==> config.mk <==
export PLATFORM = sky130hd
export DESIGN_NAME = stable_priority_job_queue
export DESIGN_NICKNAME = d
export VERILOG_FILES = /design/src/rtl/spjq_pkg.sv /design/src/rtl/spjq_ctrl.sv /design/src/rtl/spjq_datapath.sv /design/src/rtl/stable_priority_job_queue.sv
export SDC_FILE = /design/constraint.sdc
export NUM_CORES = 1
export LEC_CHECK = 0
export BUFFER_PORTS_ARGS = -buffer_cell sky130_fd_sc_hd__buf_2
export CAP_MARGIN = 15
export CORE_ASPECT_RATIO = 0.8
export CORE_MARGIN = 3
export CORE_UTILIZATION = 50
export CTS_BUF_LIST = sky130_fd_sc_hd__clkbuf_4
export DETAILED_ROUTE_END_ITERATION = 10
export PLACE_DENSITY = 0.75
export RECOVER_POWER = 25
export SLEW_MARGIN = 20
export SYNTH_ARGS = -nofsm -noshare
export SYNTH_HDL_FRONTEND = slang
export SYNTH_SLANG_ARGS = --single-unit
==> constraint.sdc <==
create_clock -name clk -period 14.7 [get_ports clk]
set_input_delay 0 -clock clk [delete_from_list [all_inputs] [get_ports clk]]
set_output_delay 0 -clock clk [all_outputs]
set_load 0.1 [all_outputs]
==> src/rtl/spjq_pkg.sv <==
// Package for the stable priority job queue: depth, field widths, codes, types.
// No dependencies; used by every module of the block by scoped names.
package spjq_pkg;

    localparam int DEPTH  = 8;
    localparam int CNT_W  = $clog2(DEPTH + 1);
    localparam int IDX_W  = (DEPTH > 1) ? $clog2(DEPTH) : 1;
    localparam int OCC_W  = 4;
    localparam int FUNC_W = 2;
    localparam int STAT_W = 2;

    typedef enum logic [FUNC_W-1:0] {
        FUNC_ENQ = 2'd0,
        FUNC_DEQ = 2'd1,
        FUNC_CLR = 2'd2,
        FUNC_NOP = 2'd3
    } func_t;

    typedef enum logic [STAT_W-1:0] {
        ST_OK    = 2'd0,
        ST_DEQ   = 2'd1,
        ST_EMPTY = 2'd2,
        ST_FULL  = 2'd3
    } status_t;

    typedef struct packed {
        logic [16:0] time_in;
        logic [3:0]  priority_req;
        logic [15:0] doc_id;
        logic [7:0]  user_id;
    } job_t;

    typedef struct packed {
        status_t           status;
        job_t              job;
        logic [OCC_W-1:0]  occupancy;
    } result_t;

    // Commands from the controller to the datapath
    typedef struct packed {
        logic load;   // capture the accepted input item
        logic exec;   // apply the operation and load the result register
    } cmd_t;

endpackage

==> src/rtl/spjq_ctrl.sv <==
// Controller of the stable priority job queue: accept, execute, deliver.
// Depends on spjq_pkg for the command struct.
module spjq_ctrl (
    input  logic            clk,
    input  logic            rst_n,
    input  logic            in_valid,
    output logic            in_ready,
    output logic            out_valid,
    input  logic            out_ready,
    output spjq_pkg::cmd_t  cmd
);

    typedef enum logic [2:0] {
        S_IDLE = 3'b001,
        S_EXEC = 3'b010,
        S_OUT  = 3'b100
    } state_t;

    state_t state_reg;
    state_t state_next;

    // Advance one step per operation, hold the result until it is taken
    always_comb
    begin
        state_next = state_reg;
        case (state_reg)
            S_IDLE:
            begin
                if (in_valid)
                    state_next = S_EXEC;
            end
            S_EXEC:
            begin
                state_next = S_OUT;
            end
            S_OUT:
            begin
                if (out_ready)
                    state_next = S_IDLE;
            end
            default:
            begin
                state_next = S_IDLE;
            end
        endcase
    end

    always_ff @(posedge clk or negedge rst_n)
    begin
        if (!rst_n)
            state_reg <= S_IDLE;
        else
            state_reg <= state_next;
    end

    // Drive handshakes and datapath commands
    assign in_ready  = (state_reg == S_IDLE);
    assign out_valid = (state_reg == S_OUT);
    assign cmd.load  = in_valid && (state_reg == S_IDLE);
    assign cmd.exec  = (state_reg == S_EXEC);

endmodule

==> src/rtl/spjq_datapath.sv <==
// Datapath of the stable priority job queue: a row of sorted entry cells,
// the job count, the captured input item and the result register. Uses spjq_pkg.
module spjq_datapath (
    input  logic                      clk,
    input  logic                      rst_n,
    input  spjq_pkg::cmd_t            cmd,
    input  logic [spjq_pkg::FUNC_W-1:0] func,
    input  spjq_pkg::job_t            job_in,
    output spjq_pkg::result_t         result
);

    spjq_pkg::job_t                  entry_reg [spjq_pkg::DEPTH];
    spjq_pkg::job_t                  entry_next [spjq_pkg::DEPTH];
    logic [spjq_pkg::CNT_W-1:0]      count_reg;
    logic [spjq_pkg::CNT_W-1:0]      count_next;
    logic [spjq_pkg::FUNC_W-1:0]     func_reg;
    spjq_pkg::job_t                  job_reg;
    spjq_pkg::result_t               result_reg;
    spjq_pkg::result_t               result_next;
    logic [spjq_pkg::DEPTH-1:0]      keep;
    logic                            full;
    logic                            empty;

    // Capture the accepted item
    always_ff @(posedge clk)
    begin
        if (cmd.load)
        begin
            func_reg <= func;
            job_reg  <= job_in;
        end
    end

    assign full  = (count_reg == spjq_pkg::CNT_W'(spjq_pkg::DEPTH));
    assign empty = (count_reg == '0);

    // Cells at or above the new job's priority stay in place
    always_comb
    begin
        for (int i = 0; i < spjq_pkg::DEPTH; i++)
        begin
            keep[i] = (spjq_pkg::CNT_W'(i) < count_reg) &&
                      (entry_reg[i].priority_req >= job_reg.priority_req);
        end
    end

    // Next entries, count and result for the captured operation
    always_comb
    begin
        for (int i = 0; i < spjq_pkg::DEPTH; i++)
            entry_next[i] = entry_reg[i];
        count_next              = count_reg;
        result_next.status      = spjq_pkg::ST_OK;
        result_next.job         = '0;

        case (func_reg)
            spjq_pkg::FUNC_ENQ:
            begin
                if (full)
                begin
                    result_next.status = spjq_pkg::ST_FULL;
                end
                else
                begin
                    // Insert after the last kept cell, shift the rest down one
                    entry_next[0] = keep[0] ? entry_reg[0] : job_reg;
                    for (int i = 1; i < spjq_pkg::DEPTH; i++)
                    begin
                        if (keep[i])
                            entry_next[i] = entry_reg[i];
                        else if (keep[i-1])
                            entry_next[i] = job_reg;
                        else
                            entry_next[i] = entry_reg[i-1];
                    end
                    count_next = count_reg + 1'b1;
                end
            end
            spjq_pkg::FUNC_DEQ:
            begin
                if (empty)
                begin
                    result_next.status = spjq_pkg::ST_EMPTY;
                end
                else
                begin
                    // Pop the head, shift every cell up one
                    result_next.status = spjq_pkg::ST_DEQ;
                    result_next.job    = entry_reg[0];
                    for (int i = 0; i < spjq_pkg::DEPTH - 1; i++)
                        entry_next[i] = entry_reg[i+1];
                    count_next = count_reg - 1'b1;
                end
            end
            spjq_pkg::FUNC_CLR:
            begin
                count_next = '0;
            end
            default:
            begin
                count_next = count_reg;
            end
        endcase

        result_next.occupancy = spjq_pkg::OCC_W'(count_next);
    end

    // Entry cells hold payload only
    always_ff @(posedge clk)
    begin
        if (cmd.exec)
        begin
            for (int i = 0; i < spjq_pkg::DEPTH; i++)
                entry_reg[i] <= entry_next[i];
            result_reg <= result_next;
        end
    end

    always_ff @(posedge clk or negedge rst_n)
    begin
        if (!rst_n)
            count_reg <= '0;
        else if (cmd.exec)
            count_reg <= count_next;
    end

    assign result = result_reg;

endmodule

==> src/rtl/stable_priority_job_queue.sv <==
// Top level of the stable priority job queue: stream ports, controller, datapath.
// Depends on spjq_pkg, spjq_ctrl and spjq_datapath.
//
//  channel | direction | payload
//  s_*     | in        | tuser: func; tdata: user_id, doc_id, priority_req, time_in
//  m_*     | out       | tuser: status; tdata: out_user, out_doc, out_priority,
//          |           |        out_time_in, occupancy
//
// Each operation passes through capture, execution in the sorted cell row,
// and the output, where the result stays until it is taken.
// One operation is in flight at a time; s_tready is low from capture until
// the result transfer completes, so a stalled output holds the input off.
// Reset empties the queue; entry contents are not cleared.
module stable_priority_job_queue (
    input  logic        clk,
    input  logic        rst_n,
    input  logic        s_tvalid,
    output logic        s_tready,
    input  logic [47:0] s_tdata,   // user_id[7:0], doc_id[23:8], priority_req[27:24],
                                   // time_in[44:28], zero pad[47:45]
    input  logic [1:0]  s_tuser,   // func[1:0]
    output logic        m_tvalid,
    input  logic        m_tready,
    output logic [55:0] m_tdata,   // out_user[7:0], out_doc[23:8], out_priority[27:24],
                                   // out_time_in[44:28], occupancy[48:45], zero pad[55:49]
    output logic [1:0]  m_tuser    // status[1:0]
);

    spjq_pkg::cmd_t    cmd;
    spjq_pkg::job_t    job_in;
    spjq_pkg::result_t result;

    // Unpack the input item
    assign job_in.user_id      = s_tdata[7:0];
    assign job_in.doc_id       = s_tdata[23:8];
    assign job_in.priority_req = s_tdata[27:24];
    assign job_in.time_in      = s_tdata[44:28];

    spjq_ctrl u_ctrl (
        .clk       (clk),
        .rst_n     (rst_n),
        .in_valid  (s_tvalid),
        .in_ready  (s_tready),
        .out_valid (m_tvalid),
        .out_ready (m_tready),
        .cmd       (cmd)
    );

    spjq_datapath u_datapath (
        .clk    (clk),
        .rst_n  (rst_n),
        .cmd    (cmd),
        .func   (s_tuser),
        .job_in (job_in),
        .result (result)
    );

    // Pack the result item
    assign m_tuser = result.status;
    assign m_tdata = {7'd0, result.occupancy, result.job.time_in, result.job.priority_req,
                      result.job.doc_id, result.job.user_id};

endmodule

==> metrics.cfg <==
[detailed_routing]
routedWlPerCell_um=20.9
drt-vias-per-instance=5.86
drtAntennaViolNets=0
drc_errors=0
drt-initial-drc-count=1545
drt_first_pass_iters=5
vias=15061
routed_wl_um=53600

[power]
clockPowerShare_pct=23.4
combinationalPowerShare_pct=34.7
switching_share_pct=37.6
powerDensity_nw_per_um2=179
p_sw_mw=1.71
internal_power_mw=2.84
p_leak_nw=9.14
vdd_drop_max_v=0.000167
p_seq_share_pct=41.9

[timing]
grt_setup_unrepaired=false
hold_viol_final=0
final.period_utilization_pct=40.9
setup_tns_ps=0
fin_crit_ps=6010
finalSetupViolations=0
skew_ps=60.6
drv_slew=322
relSlewSlack_pct=-133
max_freq_ghz=0.166
tightestPinTransition_ps=3500

[setup_path]
endpoint_kind=flip-flop
reg2regPathDepth=5
start_kind=flip-flop
critPathKind=flip-flop to flip-flop
cp.arrival_ps=6710
regToRegStartpoint=u_datapath.func_reg[0]$_DFFE_PP_
worst-path-buf-inv=1
crit_slowest_cell=clkbuf_1
crit_family=simple AND/OR/NAND/NOR gates
cp.depth=5
r2r_slack_ps=8690
critPathRequiredTime_ps=15400
r2r-end=u_datapath.entry_reg[1][12]$_DFFE_PP_
slowest_delay_ps=2230
cp_max_fo=69
crit_chain=and2b_1 > a21oi_4 > clkbuf_1 > and3_4 > a221o_1

[yosys]
synthCells=1715
synth_edf_count=458
yosys_warnings=0
ys_ff_latch=465
yosys.area.top_type=edfxtp_1
synthesis.area_um2=22300
synth.distinct_cells=63
synth.avg_cell_area_um2=13.0
synthFlopType=edfxtp_1
synth_top_area_share_pct=61.8
synth.area.top_cells=edfxtp_1 (62%), mux2i_1 (10%), o21ai_1 (5.0%)
async_flop_share_pct=1.51
ys_seq_area_share_pct=62.6

[floorplanning]
core_um2=43600
rows=68
dieArea_um2=47100
die_y_um=195
ioPinCount=114
start_util_pct=51.1
die_width_um=242

[clocking]
cts_resized=0
cts_buffers=111
cts.sinks=465
cts_max_path_buffers=3
cts_setup_buffers=0
clock_latency_ps=870
clkTransAtPathRegs_ps=70
ctsHtreeMaxLevel=3
cts_tree=done
cts_root_buf=clkbuf_4

[global_routing]
grt_pass1_wl_um=84100
antenna_found_initial=3
grt-ovfl-total=0
grt_usage_pct=22.4
grt_max_degree=108
grt_pass1_vias=14927

[run_status]
violations=max-capacitance violations, max-slew violations
outcome=finished, violations left

[placement]
gp_congestion=0.810
place_hpwl_um=27400
io_buffer_count=103
dpl.cell_count=2269

[layout]
area_growth_pct=13.8
final_cells=2569
drive_gt1_share_pct=13.9
largest_register_ffs=360
final_util_pct=58.1
nets=1977

[hold_path]
min_path_type=input port to asynchronous set/reset pin

[flow_run]
drv_cap=6

cell families after synthesis:
| kind of cell | share of synthesized area (%) |
|---|---|
| other cells | 0.0168 |
| xor+xnor | 0.0394 |
| buf+inv | 4.34 |
| simple gates | 7.99 |
| fa+ha+maj | 1.97 |
| flops | 62.6 |
| mux | 12.5 |
| compound gates | 10.6 |
Yosys cell counts, drive strengths merged, types with 6 or more instances:
| library cell | number |
|---|---|
| a21oi | 13 |
| a221o | 46 |
| a22o | 41 |
| and2 | 46 |
| and3 | 45 |
| buf | 62 |
| clkbuf | 110 |
| dfrtp | 6 |
| edfxtp | 458 |
| ha | 35 |
| inv | 18 |
| mux2 | 46 |
| mux2i | 226 |
| nand2 | 238 |
| nand2b | 9 |
| nor2 | 13 |
| nor3 | 7 |
| o21ai | 234 |
| o22ai | 7 |
worst min-delay path, delay by kind of cell:
kind                   cells  cell delay [ps]
buffers and inverters      3             1370
through the flow:
step | hold WS [ps] | worst slack, ps | power [mW] | cell area, um2
floorplan | -296 | 8970 | 3.09 | 22300
detailed placement | -151 | 10970 | 3.46 | 23000
finish | 137 | 8690 | 4.54 | 25300
global route | 97.7 | 8440 | 4.77 | 25300
CTS | 94.6 | 10950 | 4.55 | 25400
global placement | -153 | 11020 | 3.41 | 23000
cells in the final DEF, fill, tap and decap left out, types with 6 or more instances in the layout:
| cell | instances |
|---|---|
| nand2_1 | 238 |
| and3_1 | 44 |
| o21ai_0 | 14 |
| buf_4 | 18 |
| mux2_1 | 39 |
| dfrtp_1 | 6 |
| o22ai_1 | 6 |
| mux2i_1 | 226 |
| inv_1 | 18 |
| clkbuf_1 | 59 |
| nor3_1 | 7 |
| a221o_1 | 46 |
| o21ai_1 | 220 |
| nor2_1 | 12 |
| and2_1 | 44 |
| dlygate4sd3_1 | 101 |
| clkbuf_4 | 166 |
| buf_2 | 47 |
| ha_1 | 35 |
| edfxtp_1 | 458 |
| nand2b_1 | 8 |
| clkinv_1 | 21 |
| a21oi_1 | 11 |
| conb_1 | 7 |
| a22o_1 | 41 |
| mux2_2 | 7 |
worst max path at each step:
stage | from | endpoint | slack (ps)
2_1_floorplan | u_datapath.job_reg[25]$_DFFE_PP_ | u_datapath.entry_reg[1][45]$_DFFE_PP_ | 8970
3_3_place_gp | u_datapath.func_reg[0]$_DFFE_PP_ | u_datapath.result[45]$_SDFFCE_PN0P_ | 11020
3_5_place_dp | u_datapath.func_reg[0]$_DFFE_PP_ | u_datapath.result[45]$_SDFFCE_PN0P_ | 10970
4_1_cts | u_datapath.func_reg[0]$_DFFE_PP_ | u_datapath.result[45]$_SDFFCE_PN0P_ | 10950
5_1_grt | u_datapath.func_reg[1]$_DFFE_PP_ | u_datapath.entry_reg[1][28]$_DFFE_PP_ | 8440
6_report | u_datapath.func_reg[0]$_DFFE_PP_ | u_datapath.entry_reg[1][12]$_DFFE_PP_ | 8690
power groups by stage:
stage	Combinational, mW	Clock (mW)	Sequential (mW)
final	1.58	1.06	1.90
after global routing	1.69	1.16	1.92
after CTS	1.57	1.09	1.89
after detailed placement	1.55	0	1.92
after global placement	1.50	0	1.91
after floorplan	1.11	0	1.98
layout make-up:
cell class | instances | area [um2]
repair buffers | 226 | 1610
clock inverters | 28 | 166
flip-flops and latches | 465 | 13900
diodes | 5 | 12.5
multi-input cells | 1064 | 7540
clock buffers | 166 | 1250
fillers | 3552 | 18200
well taps | 595 | 744
inverters | 20 | 75.1
per-layer routing:
| metal | global-route usage [%] | wire length [um] | vias to the layer above |
|---|---|---|---|
| met5 | 0 | 0 | - |
| met1 | 32.9 | 23900 | 7446 |
| li1 | - | - | 6827 |
| met3 | 4.66 | 4580 | 83 |
| met2 | 33.7 | 24200 | 705 |
| met4 | 6.50 | 951 | 0 |
what timing repair did:
action	4_1_cts	5_1_grt
hold buffers	101	0
endpoints found under the hold margin	57	0
setup endpoints to repair	0	0
No activity file was read; power rests on OpenSTA's default activity.
